**src/design/fos_pkg.sv**
```systemverilog
// Shared types, constants and step schedule of the frame overlap smoother.
`timescale 1ns / 1ps
package fos_pkg;

	localparam int FRAME_LEN       = 10;
	localparam int HALF            = FRAME_LEN / 2;
	localparam int AXES            = 3;
	localparam int SAMPLE_BITS_DEF = 16;
	localparam int IDX_W           = $clog2(FRAME_LEN);
	localparam int STEP_W          = $clog2(2 * FRAME_LEN);
	localparam int CFG_ADDR_W      = 2;

	localparam logic [CFG_ADDR_W-1:0] REG_FILTER_EN = '0;

	typedef enum logic [1:0] {
		PLAN_RAW,
		PLAN_COPY,
		PLAN_MERGE
	} plan_t;

	typedef enum logic [1:0] {
		SRC_BUF,
		SRC_PREV,
		SRC_SCR
	} src_t;

	typedef enum logic [1:0] {
		DST_NONE,
		DST_PREV,
		DST_SCR
	} dst_t;

	typedef struct packed {
		src_t             src;
		dst_t             dst;
		logic             emit;
		logic             last;
		logic [IDX_W-1:0] lo;
		logic [IDX_W-1:0] hi;
		logic [IDX_W-1:0] idx;
		logic [3:0]       divisor;
	} step_t;

	typedef struct packed {
		logic       start;
		logic [3:0] divisor;
	} div_ctrl_t;

	// window, source and target of one step of a frame-end plan
	function automatic step_t fos_step(plan_t plan, logic [STEP_W-1:0] step);
		int    s;
		int    k;
		int    h;
		step_t r;
		s = int'(step);
		k = s;
		r.src  = SRC_BUF;
		r.dst  = DST_NONE;
		r.emit = 1'b0;
		r.last = (s == FRAME_LEN - 1);
		r.idx  = IDX_W'(s);
		case (plan)
			PLAN_RAW: begin
				r.emit = 1'b1;
			end
			PLAN_COPY: begin
				r.dst = DST_PREV;
			end
			PLAN_MERGE: begin
				r.last = 1'b0;
				if (s < HALF) begin
					k     = HALF - 1 + s;
					r.src = SRC_PREV;
					r.dst = DST_SCR;
				end else if (s < FRAME_LEN) begin
					k     = 1 + s - HALF;
					r.src = SRC_BUF;
					r.dst = DST_SCR;
				end else begin
					k      = s - FRAME_LEN;
					r.src  = SRC_SCR;
					r.dst  = DST_PREV;
					r.emit = 1'b1;
					r.idx  = IDX_W'(k);
					r.last = (k == FRAME_LEN - 1);
				end
			end
			default: begin
				r.emit = 1'b1;
			end
		endcase
		if (plan == PLAN_MERGE) begin
			h = (k < FRAME_LEN - 1 - k) ? k : FRAME_LEN - 1 - k;
		end else begin
			h = 0;
		end
		r.lo      = IDX_W'(k - h);
		r.hi      = IDX_W'(k + h);
		r.divisor = 4'(2 * h + 1);
		return r;
	endfunction

	// one base-16 quotient digit: t < 16*d, d odd and at most 9
	function automatic logic [3:0] fos_digit(logic [7:0] t, logic [3:0] d);
		logic [15:0] p;
		logic [3:0]  q;
		p = '0;
		case (d)
			4'd3: begin
				p = 16'(t) * 16'd171;
				q = p[12:9];
			end
			4'd5: begin
				p = 16'(t) * 16'd205;
				q = p[13:10];
			end
			4'd7: begin
				p = 16'(t) * 16'd147;
				q = p[13:10];
			end
			4'd9: begin
				p = 16'(t) * 16'd57;
				q = p[12:9];
			end
			default: begin
				q = t[3:0];
			end
		endcase
		return q;
	endfunction

endpackage

```
**src/design/fos_ram.sv**
```systemverilog
// Generic single-port-write, single-port-read RAM with registered read data.
`timescale 1ns / 1ps
module fos_ram #(
	parameter int WIDTH = 3 * fos_pkg::SAMPLE_BITS_DEF,
	parameter int DEPTH = fos_pkg::FRAME_LEN
) (
	input  logic                     clk,
	input  logic                     we,
	input  logic [$clog2(DEPTH)-1:0] waddr,
	input  logic [WIDTH-1:0]         wdata,
	input  logic                     re,
	input  logic [$clog2(DEPTH)-1:0] raddr,
	output logic [WIDTH-1:0]         rdata
);

	logic [WIDTH-1:0] mem [DEPTH];

	always_ff @(posedge clk) begin
		if (we) begin
			mem[waddr] <= wdata;
		end
		if (re) begin
			rdata <= mem[raddr];
		end
	end

endmodule

```
**src/design/fos_cdiv.sv**
```systemverilog
// Signed divide by a small odd constant, one base-16 digit per cycle, truncating.
`timescale 1ns / 1ps
module fos_cdiv #(
	parameter int SAMPLE_BITS = fos_pkg::SAMPLE_BITS_DEF
) (
	input  logic                      clk,
	input  logic                      arst_n,
	input  fos_pkg::div_ctrl_t        ctrl,
	input  logic signed [SAMPLE_BITS+3:0] sum,
	output logic                      done,
	output logic [SAMPLE_BITS-1:0]    quotient
);
	import fos_pkg::*;

	localparam int SW    = SAMPLE_BITS + 4;
	localparam int ND    = (SW + 3) / 4;
	localparam int DW    = ND * 4;
	localparam int CNT_W = $clog2(ND);

	logic [SW-1:0]    abs_sum;
	logic [DW-1:0]    mag_q;
	logic [DW-1:0]    quo_q;
	logic [3:0]       rem_q;
	logic [3:0]       div_q;
	logic             neg_q;
	logic             busy_q;
	logic             done_q;
	logic [CNT_W-1:0] cnt_q;
	logic [7:0]       t;
	logic [3:0]       qd;
	logic [7:0]       prod;
	logic [7:0]       rem_n;

	assign abs_sum = sum[SW-1] ? $unsigned(-sum) : $unsigned(sum);
	assign t       = {rem_q, mag_q[DW-1 -: 4]};
	assign qd      = fos_digit(t, div_q);
	assign prod    = 8'(qd) * 8'(div_q);
	assign rem_n   = t - prod;

	always_ff @(posedge clk or negedge arst_n) begin
		if (!arst_n) begin
			busy_q <= 1'b0;
			done_q <= 1'b0;
			cnt_q  <= '0;
		end else begin
			done_q <= 1'b0;
			if (ctrl.start) begin
				busy_q <= 1'b1;
				cnt_q  <= '0;
			end else if (busy_q) begin
				cnt_q <= cnt_q + 1'b1;
				if (cnt_q == CNT_W'(ND - 1)) begin
					busy_q <= 1'b0;
					done_q <= 1'b1;
				end
			end
		end
	end

	always_ff @(posedge clk) begin
		if (ctrl.start) begin
			mag_q <= DW'(abs_sum);
			quo_q <= '0;
			rem_q <= '0;
			neg_q <= sum[SW-1];
			div_q <= ctrl.divisor;
		end else if (busy_q) begin
			mag_q <= {mag_q[DW-5:0], 4'b0};
			quo_q <= {quo_q[DW-5:0], qd};
			rem_q <= rem_n[3:0];
		end
	end

	assign done     = done_q;
	assign quotient = neg_q ? (~quo_q[SAMPLE_BITS-1:0] + 1'b1) : quo_q[SAMPLE_BITS-1:0];

endmodule

```
**src/design/fos_seq.sv**
```systemverilog
// Frame-end sequencer: windowed sums over the frame RAMs, division, write-back, emission.
`timescale 1ns / 1ps
module fos_seq #(
	parameter int SAMPLE_BITS = fos_pkg::SAMPLE_BITS_DEF
) (
	input  logic                          clk,
	input  logic                          arst_n,
	input  logic                          start,
	input  fos_pkg::plan_t                plan,
	output logic                          busy,
	output logic                          buf_re,
	output logic [fos_pkg::IDX_W-1:0]     buf_raddr,
	input  logic [3*SAMPLE_BITS-1:0]      buf_rdata,
	output logic                          out_valid,
	input  logic                          out_stall,
	output logic signed [SAMPLE_BITS-1:0] out_x,
	output logic signed [SAMPLE_BITS-1:0] out_y,
	output logic signed [SAMPLE_BITS-1:0] out_z,
	output logic                          frame_last
);
	import fos_pkg::*;

	localparam int SW = SAMPLE_BITS + 4;
	localparam int WW = AXES * SAMPLE_BITS;

	typedef enum logic [2:0] {
		S_IDLE,
		S_ACC,
		S_LAST,
		S_DIV,
		S_WR
	} state_t;

	state_t                   state_q;
	plan_t                    plan_q;
	logic [STEP_W-1:0]        step_q;
	logic [IDX_W-1:0]         addr_q;
	logic                     rd_s1;
	logic signed [SW-1:0]     acc_q [AXES];
	logic signed [SW-1:0]     acc_sum [AXES];
	logic [SAMPLE_BITS-1:0]   quo [AXES];
	logic [AXES-1:0]          lane_done;
	logic                     out_valid_q;
	logic [SAMPLE_BITS-1:0]   out_x_q;
	logic [SAMPLE_BITS-1:0]   out_y_q;
	logic [SAMPLE_BITS-1:0]   out_z_q;
	logic                     frame_last_q;

	step_t     info;
	step_t     first_info;
	step_t     next_info;
	div_ctrl_t div_ctrl;
	logic      div_done;
	logic      wr_block;
	logic      wr_go;
	logic      prev_re;
	logic      scr_re;
	logic      prev_we;
	logic      scr_we;
	logic [WW-1:0] prev_rdata;
	logic [WW-1:0] scr_rdata;
	logic [WW-1:0] rdata;
	logic [WW-1:0] wr_word;

	assign info       = fos_step(plan_q, step_q);
	assign first_info = fos_step(plan, '0);
	assign next_info  = fos_step(plan_q, STEP_W'(step_q + 1'b1));

	assign wr_block = info.emit && out_valid_q && out_stall;
	assign wr_go    = (state_q == S_WR) && !wr_block;
	assign prev_we  = wr_go && (info.dst == DST_PREV);
	assign scr_we   = wr_go && (info.dst == DST_SCR);
	assign buf_re   = (state_q == S_ACC) && (info.src == SRC_BUF);
	assign prev_re  = (state_q == S_ACC) && (info.src == SRC_PREV);
	assign scr_re   = (state_q == S_ACC) && (info.src == SRC_SCR);
	assign buf_raddr = addr_q;

	always_comb begin
		case (info.src)
			SRC_BUF:  rdata = buf_rdata;
			SRC_PREV: rdata = prev_rdata;
			SRC_SCR:  rdata = scr_rdata;
			default:  rdata = buf_rdata;
		endcase
	end

	assign div_ctrl.start   = (state_q == S_LAST);
	assign div_ctrl.divisor = info.divisor;
	assign div_done         = &lane_done;

	// reads of a step only begin after the previous step's write, so no forwarding
	fos_ram #(.WIDTH(WW), .DEPTH(FRAME_LEN)) u_prev_ram (
		.clk   (clk),
		.we    (prev_we),
		.waddr (info.idx),
		.wdata (wr_word),
		.re    (prev_re),
		.raddr (addr_q),
		.rdata (prev_rdata)
	);

	fos_ram #(.WIDTH(WW), .DEPTH(FRAME_LEN)) u_scr_ram (
		.clk   (clk),
		.we    (scr_we),
		.waddr (info.idx),
		.wdata (wr_word),
		.re    (scr_re),
		.raddr (addr_q),
		.rdata (scr_rdata)
	);

	for (genvar l = 0; l < AXES; l++) begin : g_lane
		logic [SAMPLE_BITS-1:0] d;
		assign d = rdata[l*SAMPLE_BITS +: SAMPLE_BITS];
		assign acc_sum[l] = acc_q[l] + {{(SW-SAMPLE_BITS){d[SAMPLE_BITS-1]}}, d};
		assign wr_word[l*SAMPLE_BITS +: SAMPLE_BITS] = quo[l];

		fos_cdiv #(.SAMPLE_BITS(SAMPLE_BITS)) u_div (
			.clk      (clk),
			.arst_n   (arst_n),
			.ctrl     (div_ctrl),
			.sum      (acc_sum[l]),
			.done     (lane_done[l]),
			.quotient (quo[l])
		);
	end

	always_ff @(posedge clk or negedge arst_n) begin
		if (!arst_n) begin
			state_q      <= S_IDLE;
			plan_q       <= PLAN_RAW;
			step_q       <= '0;
			addr_q       <= '0;
			rd_s1        <= 1'b0;
			acc_q        <= '{default: '0};
			out_valid_q  <= 1'b0;
			out_x_q      <= '0;
			out_y_q      <= '0;
			out_z_q      <= '0;
			frame_last_q <= 1'b0;
		end else begin
			rd_s1 <= (state_q == S_ACC);
			if (out_valid_q && !out_stall) begin
				out_valid_q <= 1'b0;
			end
			case (state_q)
				S_IDLE: begin
					if (start) begin
						plan_q  <= plan;
						step_q  <= '0;
						addr_q  <= first_info.lo;
						acc_q   <= '{default: '0};
						state_q <= S_ACC;
					end
				end
				S_ACC: begin
					if (rd_s1) begin
						for (int l = 0; l < AXES; l++) begin
							acc_q[l] <= acc_sum[l];
						end
					end
					if (addr_q == info.hi) begin
						state_q <= S_LAST;
					end else begin
						addr_q <= addr_q + 1'b1;
					end
				end
				S_LAST: begin
					state_q <= S_DIV;
				end
				S_DIV: begin
					if (div_done) begin
						state_q <= S_WR;
					end
				end
				S_WR: begin
					if (!wr_block) begin
						if (info.emit) begin
							out_valid_q  <= 1'b1;
							out_x_q      <= quo[0];
							out_y_q      <= quo[1];
							out_z_q      <= quo[2];
							frame_last_q <= info.last;
						end
						if (info.last) begin
							state_q <= S_IDLE;
						end else begin
							step_q  <= STEP_W'(step_q + 1'b1);
							addr_q  <= next_info.lo;
							acc_q   <= '{default: '0};
							state_q <= S_ACC;
						end
					end
				end
				default: begin
					state_q <= S_IDLE;
				end
			endcase
		end
	end

	assign busy       = (state_q != S_IDLE);
	assign out_valid  = out_valid_q;
	assign out_x      = out_x_q;
	assign out_y      = out_y_q;
	assign out_z      = out_z_q;
	assign frame_last = frame_last_q;

endmodule

```
**src/design/frame_overlap_smoother_top.sv**
```systemverilog
// Frame overlap smoother: frame collection, config register and frame-end sequencer.
// Samples are taken one per cycle until a frame of ten is complete; input then stalls.
// Frame-end work, per step: the window is summed from RAM one entry per cycle, then
// divided by the digit-serial divider, ND = (SAMPLE_BITS+7)/4 base-16 digits, and
// the result is written back to a frame RAM or emitted, or both.
// Reset clears control state and filter_enable; frame RAMs hold no value until written.
`timescale 1ns / 1ps
module frame_overlap_smoother_top #(
	parameter int SAMPLE_BITS = fos_pkg::SAMPLE_BITS_DEF
) (
	input  logic                           clk,
	input  logic                           arst_n,
	input  logic                           psel,
	input  logic                           penable,
	input  logic                           pwrite,
	input  logic [fos_pkg::CFG_ADDR_W-1:0] paddr,
	input  logic [31:0]                    pwdata,
	output logic [31:0]                    prdata,
	output logic                           pready,
	input  logic                           in_valid,
	output logic                           in_stall,
	input  logic signed [SAMPLE_BITS-1:0]  sample_x,
	input  logic signed [SAMPLE_BITS-1:0]  sample_y,
	input  logic signed [SAMPLE_BITS-1:0]  sample_z,
	output logic                           out_valid,
	input  logic                           out_stall,
	output logic signed [SAMPLE_BITS-1:0]  out_x,
	output logic signed [SAMPLE_BITS-1:0]  out_y,
	output logic signed [SAMPLE_BITS-1:0]  out_z,
	output logic                           frame_last
);
	import fos_pkg::*;

	localparam int WW = AXES * SAMPLE_BITS;

	logic             filter_en_q;
	logic             awaiting_q;
	logic [IDX_W-1:0] fill_q;
	logic             accept;
	logic             frame_end;
	logic             seq_busy;
	plan_t            plan;
	logic             buf_re;
	logic [IDX_W-1:0] buf_raddr;
	logic [WW-1:0]    buf_rdata;

	assign pready   = 1'b1;
	assign prdata   = (paddr == REG_FILTER_EN) ? 32'(filter_en_q) : '0;
	assign in_stall = seq_busy;
	assign accept   = in_valid && !in_stall;
	assign frame_end = accept && (fill_q == IDX_W'(FRAME_LEN - 1));

	always_comb begin
		if (!filter_en_q) begin
			plan = PLAN_RAW;
		end else if (awaiting_q) begin
			plan = PLAN_COPY;
		end else begin
			plan = PLAN_MERGE;
		end
	end

	always_ff @(posedge clk or negedge arst_n) begin
		if (!arst_n) begin
			filter_en_q <= 1'b0;
			awaiting_q  <= 1'b1;
			fill_q      <= '0;
		end else begin
			if (psel && penable && pwrite && pready && (paddr == REG_FILTER_EN)) begin
				filter_en_q <= pwdata[0];
			end
			if (accept) begin
				fill_q <= frame_end ? '0 : fill_q + 1'b1;
			end
			if (frame_end && filter_en_q) begin
				awaiting_q <= 1'b0;
			end
		end
	end

	fos_ram #(.WIDTH(WW), .DEPTH(FRAME_LEN)) u_buf_ram (
		.clk   (clk),
		.we    (accept),
		.waddr (fill_q),
		.wdata ({sample_z, sample_y, sample_x}),
		.re    (buf_re),
		.raddr (buf_raddr),
		.rdata (buf_rdata)
	);

	fos_seq #(.SAMPLE_BITS(SAMPLE_BITS)) u_seq (
		.clk        (clk),
		.arst_n     (arst_n),
		.start      (frame_end),
		.plan       (plan),
		.busy       (seq_busy),
		.buf_re     (buf_re),
		.buf_raddr  (buf_raddr),
		.buf_rdata  (buf_rdata),
		.out_valid  (out_valid),
		.out_stall  (out_stall),
		.out_x      (out_x),
		.out_y      (out_y),
		.out_z      (out_z),
		.frame_last (frame_last)
	);

endmodule

```
**config.mk**
```make
export PLATFORM = sky130hd
export DESIGN_NAME = frame_overlap_smoother_top
export DESIGN_NICKNAME = d
export VERILOG_FILES = /design/src/design/fos_pkg.sv /design/src/design/fos_ram.sv /design/src/design/fos_cdiv.sv /design/src/design/fos_seq.sv /design/src/design/frame_overlap_smoother_top.sv
export SDC_FILE = /design/constraint.sdc
export NUM_CORES = 2
export LEC_CHECK = 0
export ABC_AREA = 1
export BUFFER_PORTS_ARGS = -buffer_cell sky130_fd_sc_hd__buf_2
export CAP_MARGIN = 40
export CORE_AREA = 3 3 574 576
export CTS_CLUSTER_SIZE = 25
export DETAILED_ROUTE_END_ITERATION = 10
export DIE_AREA = 0 0 577 579
export MAX_ROUTING_LAYER = met4
export PLACE_DENSITY_LB_ADDON = 0.25
export SLEW_MARGIN = 0
export SYNTH_ARGS = -nofsm -noshare
export SYNTH_HDL_FRONTEND = slang
export SYNTH_HIERARCHICAL = 1
export SYNTH_SLANG_ARGS = --single-unit
```
**constraint.sdc**
```tcl
create_clock -name clk -period 9.8 [get_ports clk]
set_input_delay 0.98 -clock clk [delete_from_list [all_inputs] [get_ports clk]]
set_output_delay 0.98 -clock clk [all_outputs]
set_load 0.03 [all_outputs]
```
# Word level (Yosys, flattened, before mapping)

Memories as Yosys holds them, arrays and structs flattened. A register that Yosys moved wholly into a read port is not among the register bits.
Index checks and enable logic that the tools add are counted.

Register bits: 273
RAM bits: 1440
Output and inout port bits: 84
Word-level logic and storage cells: 261
Memories: 3

Memories:

| name                 | words | width | rd ports | clocked after memory_dff | wr ports | RTL line      | text |
|---|---|---|---|---|---|---|---|
| u_buf_ram.mem        | 10    | 48    | 1        | 1                        | 1        | fos_ram.sv:16 | `logic [WIDTH-1:0] mem [DEPTH];` |
| u_seq.u_prev_ram.mem | 10    | 48    | 1        | 1                        | 1        | fos_ram.sv:16 |  |
| u_seq.u_scr_ram.mem  | 10    | 48    | 1        | 1                        | 1        | fos_ram.sv:16 |  |

Add/subtract/negate cells: 33
Multipliers: 15
Order comparisons: 7
Equal/unequal tests: 29
Multiplexer cells: 98
Bitwise operators: 4
Reductions and logical operators: 34

Operator list:

| kind                                                                 | count |
|---|---|
| 60-bit two-way mux                                                   | 4 |
| 32-bit two-way mux                                                   | 6 |
| 20-bit two-way mux                                                   | 9 |
| 60-bit one-hot mux with 3 select lines                               | 1 |
| 48-bit one-hot mux with 2 select lines                               | 1 |
| 8-bit by 8-bit multiplier with 14-bit output, second input constant  | 6 |
| 32-bit < comparator                                                  | 2 |
| 4-bit two-way mux                                                    | 16 |
| 32-bit by 4-bit subtractor with 32-bit output, second input constant | 2 |
| 5-bit by 32-bit subtractor with 32-bit output, first input constant  | 2 |
| 20-bit adder                                                         | 3 |
| 20-bit negator                                                       | 3 |
| 16-bit by 1-bit adder with 16-bit output, second input constant      | 3 |
| 16-bit two-way mux                                                   | 3 |
| 16-bit inverter                                                      | 3 |
| 4-bit one-hot mux with 4 select lines                                | 3 |
| 8-bit by 6-bit multiplier with 13-bit output, second input constant  | 3 |
| 8-bit by 8-bit multiplier with 13-bit output, second input constant  | 3 |
| 3-bit two-way mux                                                    | 11 |
| 32-bit by 5-bit == test with 1-bit output, second input constant     | 1 |
| 1-bit two-way mux                                                    | 31 |
| 4-bit subtractor                                                     | 5 |
| 1-bit logical AND                                                    | 15 |
| 5-bit two-way mux                                                    | 3 |
| 41 further kinds                                                     | 81 |

# Longest topological paths before layout

Word-level depth: 14
Depth in mapped cells: 43
Depth with buffers taken out: 43

# Hierarchy

Netlist, hierarchy kept.

Modules (own cells, without submodules):

| module                           | times used | cells an instance | area an instance (um^2) | seq. area each (um^2) |
|---|---|---|---|---|
| fos_ram (u_buf_ram ...)          | 2          | 1895              | 21997.3                 | 15855.2 |
| fos_ram (u_seq.u_prev_ram)       | 1          | 1896              | 21998.6                 | 15855.2 |
| fos_seq                          | 1          | 1407              | 10393.7                 | 3128.0 |
| fos_cdiv (u_seq.g_lane[2].u_div) | 1          | 935               | 6876.6                  | 1276.2 |
| fos_cdiv (u_seq.g_lane[0].u_div) | 1          | 914               | 6794.0                  | 1276.2 |
| fos_cdiv (u_seq.g_lane[1].u_div) | 1          | 835               | 6558.8                  | 1276.2 |
| frame_overlap_smoother_top       | 1          | 83                | 629.4                   | 151.4 |

# Worst setup path before layout

Ideal clock, no wire load.

Path type: flip-flop to flip-flop
Start: reg u_seq.g_lane[1].u_div.mag_q[18]
End: reg u_seq.g_lane[1].u_div.rem_q[3]
Setup time: 0.117 ns
Data arrival time: 5.484 ns
Required time: 9.683 ns
Setup slack: 4.198 ns
Stages on the path, launching flop included: 32
Path buffers: 0
Period minus slack after synthesis: 5.602 ns
Path through: edfxtp_1 > ha_1 > xor2_1 > ha_1 > fa_1 > inv_1 > fa_1 > inv_1 > ha_1 > nand2_1 > nand2_1 > a21oi_1 > nand3_1 > nand3_1 > nand2_1 > nor2_2 > nand3_2 > nand2_1 > nor2_1 > ha_1 > fa_1 > inv_1 > ha_1 > a21o_1 > a31oi_1 > inv_1 > nand3_1 > nand2_1 > nand2_1 > nand2_1 > nand2_1 > nand2_1

Cells in the longest elaborated chain, start to end: 4
Elaborated cells between the ends (all ways): 7
Classes of those cells: add/sub: 1; mul: 5; mux: 1

Ends and longest elaborated chain:

| item                                                                 | RTL line       | text |
|---|---|---|
| start, declared                                                      | fos_cdiv.sv:21 | `logic [DW-1:0] mag_q;` |
| start signal, assigned                                               | fos_cdiv.sv:62 | `mag_q <= DW'(abs_sum);` |
| start signal, assigned                                               | fos_cdiv.sv:68 | `mag_q <= {mag_q[DW-5:0], 4'b0};` |
| 8-bit by 6-bit multiplier with 13-bit output (tied with other cells) | fos_pkg.sv:122 | `p = 16'(t) * 16'd57;` |
| 4-bit one-hot mux with 4 select lines                                | fos_pkg.sv:108 | `case (d)` |
| 4-bit by 4-bit multiplier with 4-bit output                          | fos_cdiv.sv:37 | `assign prod = 8'(qd) * 8'(div_q);` |
| 4-bit subtractor (*)                                                 | fos_cdiv.sv:38 | `assign rem_n = t - prod;` |
| end signal, assigned                                                 | fos_cdiv.sv:70 | `rem_q <= rem_n[3:0];` |
| end, declared                                                        | fos_cdiv.sv:23 | `logic [3:0] rem_q;` |

Mark *: on every way between the ends. The rest lies on a longest branch, timed or not.
A chain may end at the register's enable or synchronous reset.

==> impl_metrics.ini <==
[outcome]
outcome = finished clean

[synthesis]
number_of_synthesized_flops_with_an_enable_pin = 1659
synth_flop_cell = sky130_fd_sc_hd__edfxtp_1
synth_warnings = 6
synth_async_sr_flop_share = 0.0783
postSynthRegisterBits = 1865
yosys.cell_types.count = 78
seq_area_frac_synth = 0.562
synth.cell_area_um2 = 97200
avgSynthCellArea_um2 = 9.86
synthesis.instances = 9860

[final_layout]
area_growth_from_synthesis_to_layout_pct = 13.0
layout-drive-gt1-share = 0.110
num-nets-final = 10680
finish.utilization = 0.339

[clock_tree]
cts.sinks = 1865
clock_tree.htree_level_count = 4
cts_resized = 0
clock_latency_ps = 860
hold_buffers = 1
clock_tree_from_tritoncts = built
postCtsSetupRepairBufs = 0
cts_made_buffers = 196
clockBufferDepth = 4
cts_root_buf = sky130_fd_sc_hd__clkbuf_16
clk_pin_slew_ps = 70

[drt]
avgRoutedWirePerCell_um = 18.8
drt-total-wl_um = 274000
drtIter0Drc = 4826
first_pass_iters = 6
drc_violations = 0
detail_route.vias_per_cell = 4.61
detailroute.via_count = 66851
drt.antenna.violating_nets = 0

[floorplanning]
fp.dieH_um = 579
floorplan.io_pins = 173
floorplan.rows = 209
initial_core_util = 0.300
design.die.area_um2 = 334000
die-width_um = 577
core_area_um2 = 324000

[sta]
final.setup.tns_ps = 0
slew_headroom = 0.388
finalHoldViolations = 0
min_period_over_period = 0.701
finalSetupViolCount = 0
final_max_slew_viol_count = 0
maximum_clock_skew_at_final_layout_ps = 48.2
achievable-frequency_mhz = 146
tightestPinTransition_ps = 918
min_period_ps = 6870
grt_setup_unrepaired = no

[worst_setup_path]
rr_worst_depth = 30
start_kind = flip-flop
worst_ep_arrival_time_ps = 7430
reg2reg_to = u_seq/g_lane[0].u_div/mag_q[18]
timing.critical_path.required_ps = 10360
worst_path_max_delay_cell = sky130_fd_sc_hd__o21ai_0
critical_path.endpoint_type = flip-flop
critical_path.max_fanout = 40
slowest_delay_ps = 590
critical_path.most_common_cell = sky130_fd_sc_hd__o21ai_0
critical_path_buf_inv_count = 6
timing_worst_setup_path_type = reg2reg
rrSetupSlack_ps = 2930
cpLargestDelayFamily = compound AO/OA/AOI/OAI gates
timing.rr.start = u_seq/step_q[1]

[pwr]
p_per_area_nw_per_um2 = 384
irDropWorstVdd_uv = 287
total_leakage_power_nw = 47.8

[run]
cap_viol_max_count = 0

[worst_hold_path]
min_delay_worst_endpoint = filter_en_q
min-delay-path-class = in2reg
hold_path.startpoint = pwdata[0]
worstHoldPathCells = 3

[placement]
port-buffer-count = 109
detailedPlacementHpwl_um = 174000
finalWeightedCongestion = 0.857

[grt]
grt_first_pass_wirelength_um = 413000
first_global_vias = 66188
initial_antenna_violation_count = 32
grt_start_max_net_pins = 185
globalRouteTotalUtil = 0.166
grt_overflow_total = 0
==> tightest hold or removal path: stages <==
cell and delay [ps]:
sky130_fd_sc_hd__buf_2 90, sky130_fd_sc_hd__inv_1 40, sky130_fd_sc_hd__o21ai_0 80
==> where the power goes <==
group	switching [mW]	internal [mW]
sequential	0.667	10.7
clock	3.12	4.13
combinational	15.4	8.16
==> layout make-up <==
cell class | count | area, µm²
clock inverter | 107 | 930
antenna | 28 | 70.1
multi-input combinational | 6045 | 34600
fill | 32566 | 214000
timing repair buffer | 303 | 2920
clock buffer | 247 | 5210
inverter | 1597 | 6050
tap | 4325 | 5410
sequential | 1865 | 54700
==> cell families after synthesis <==
| family | after synthesis | share of synthesized area |
|---|---|---|
| xor+xnor | 195 | 0.0176 |
| buf+inv | 1982 | 0.0892 |
| other cells | 3 | 0.000116 |
| simple gates | 4527 | 0.205 |
| fa+ha+maj | 583 | 0.0836 |
| flops | 1865 | 0.562 |
| compound gates | 705 | 0.0422 |
==> worst max path at each step <==
stage	from	to	slack, ps	cells past startpoint
finish	u_seq/step_q[1]	u_seq/g_lane[0].u_div/mag_q[18]	2930	30
floorplan	u_seq/g_lane[1].u_div/mag_q[18]	u_seq/g_lane[1].u_div/rem_q[3]	4200	31
global route	u_seq/step_q[2]	u_seq/g_lane[0].u_div/mag_q[5]	2430	30
global placement	u_seq/g_lane[0].u_div/mag_q[17]	u_seq/g_lane[0].u_div/rem_q[3]	3000	28
detailed placement	u_seq/step_q[1]	u_seq/g_lane[0].u_div/mag_q[18]	3000	30
CTS	u_seq/step_q[1]	u_seq/g_lane[0].u_div/mag_q[5]	3020	30
==> routing by layer <==
| layer | track usage | wire, µm | vias up |
|---|---|---|---|
| li1 | - | - | 32457 |
| met1 | 0.200 | 116000 | 32507 |
| met2 | 0.285 | 135000 | 1443 |
| met3 | 0.0203 | 12000 | 444 |
| met4 | 0.0614 | 11100 | 0 |
| met5 | - | 0 | - |
==> synthesized netlist by cell type, drive strengths merged (4+ instances only) <==
cell,number,area [µm²]
dfrtp,145,3630
dfxtp,60,1200
a31oi,19,134
or2,13,86.3
and3,5,31.3
nand2,2610,10700
nand3,1094,5650
o22ai,91,569
edfxtp,1659,49800
nor2,695,2760
nor4,7,50.1
clkbuf,116,435
inv,1593,6010
a21oi,158,813
o21bai,19,146
clkinv,4,16.3
a22o,40,350
ha,472,5910
o31ai,10,108
o21a,6,45.0
a21o,18,136
nor3,43,250
nand4,34,246
xor2,138,1210
nand3b,21,174
xnor2,57,499
buf,269,2220
o21ai,325,1640
fa,111,2220
==> sequential cells by signal, summed over array words and instances, names as in the netlist, 4 cells and up <==
| name | cells |
|---|---|
| u_seq/out_x | 16 |
| u_seq/buf_raddr | 4 |
| fill_q | 4 |
| u_buf_ram/mem | 480 |
| u_buf_ram/rdata | 48 |
| u_seq/out_y | 16 |
| u_seq/u_scr_ram/rdata | 48 |
| u_seq/u_scr_ram/mem | 480 |
| u_seq/g_lane.u_div/mag_q | 60 |
| u_seq/u_prev_ram/mem | 480 |
| u_seq/step_q | 5 |
| u_seq/g_lane.u_div/quo_q | 48 |
| u_seq/g_lane.u_div/cnt_q | 9 |
| u_seq/out_z | 16 |
| u_seq/g_lane.u_div/rem_q | 12 |
| u_seq/acc_q | 60 |
| u_seq/u_prev_ram/rdata | 48 |
| u_seq/g_lane.u_div/div_q | 12 |
==> stage by stage <==
step	hold slack [ps]	cell area (µm²)	setup WS, ps	instances	power (mW)
floorplan	440	97400	4200	9892	28.6
global placement	453	102000	3000	14060	34.3
detailed placement	453	104000	3000	14133	35.0
CTS	357	110000	3020	14488	42.5
global route	415	110000	2430	14513	46.3
finish	417	110000	2930	14517	42.2
==> cells in the final DEF, fill, tap and decap left out, types with 38 or more instances in the layout <==
cell type / n
sky130_fd_sc_hd__dfrtp_1: 142
sky130_fd_sc_hd__clkbuf_16: 198
sky130_fd_sc_hd__buf_4: 124
sky130_fd_sc_hd__nand3_1: 1069
sky130_fd_sc_hd__o21ai_0: 295
sky130_fd_sc_hd__nand2_1: 2289
sky130_fd_sc_hd__clkinv_2: 47
sky130_fd_sc_hd__o22ai_1: 89
sky130_fd_sc_hd__buf_2: 109
sky130_fd_sc_hd__nor2_4: 44
sky130_fd_sc_hd__a22o_1: 40
sky130_fd_sc_hd__dfxtp_1: 60
sky130_fd_sc_hd__edfxtp_1: 1659
sky130_fd_sc_hd__ha_1: 472
sky130_fd_sc_hd__nor2_1: 630
sky130_fd_sc_hd__xnor2_1: 57
sky130_fd_sc_hd__inv_1: 1552
sky130_fd_sc_hd__fa_1: 111
sky130_fd_sc_hd__nand2_2: 308
sky130_fd_sc_hd__a21oi_1: 154
sky130_fd_sc_hd__xor2_1: 101
sky130_fd_sc_hd__clkinv_1: 38
sky130_fd_sc_hd__clkbuf_1: 42
No activity file was read; power rests on OpenSTA's default activity.
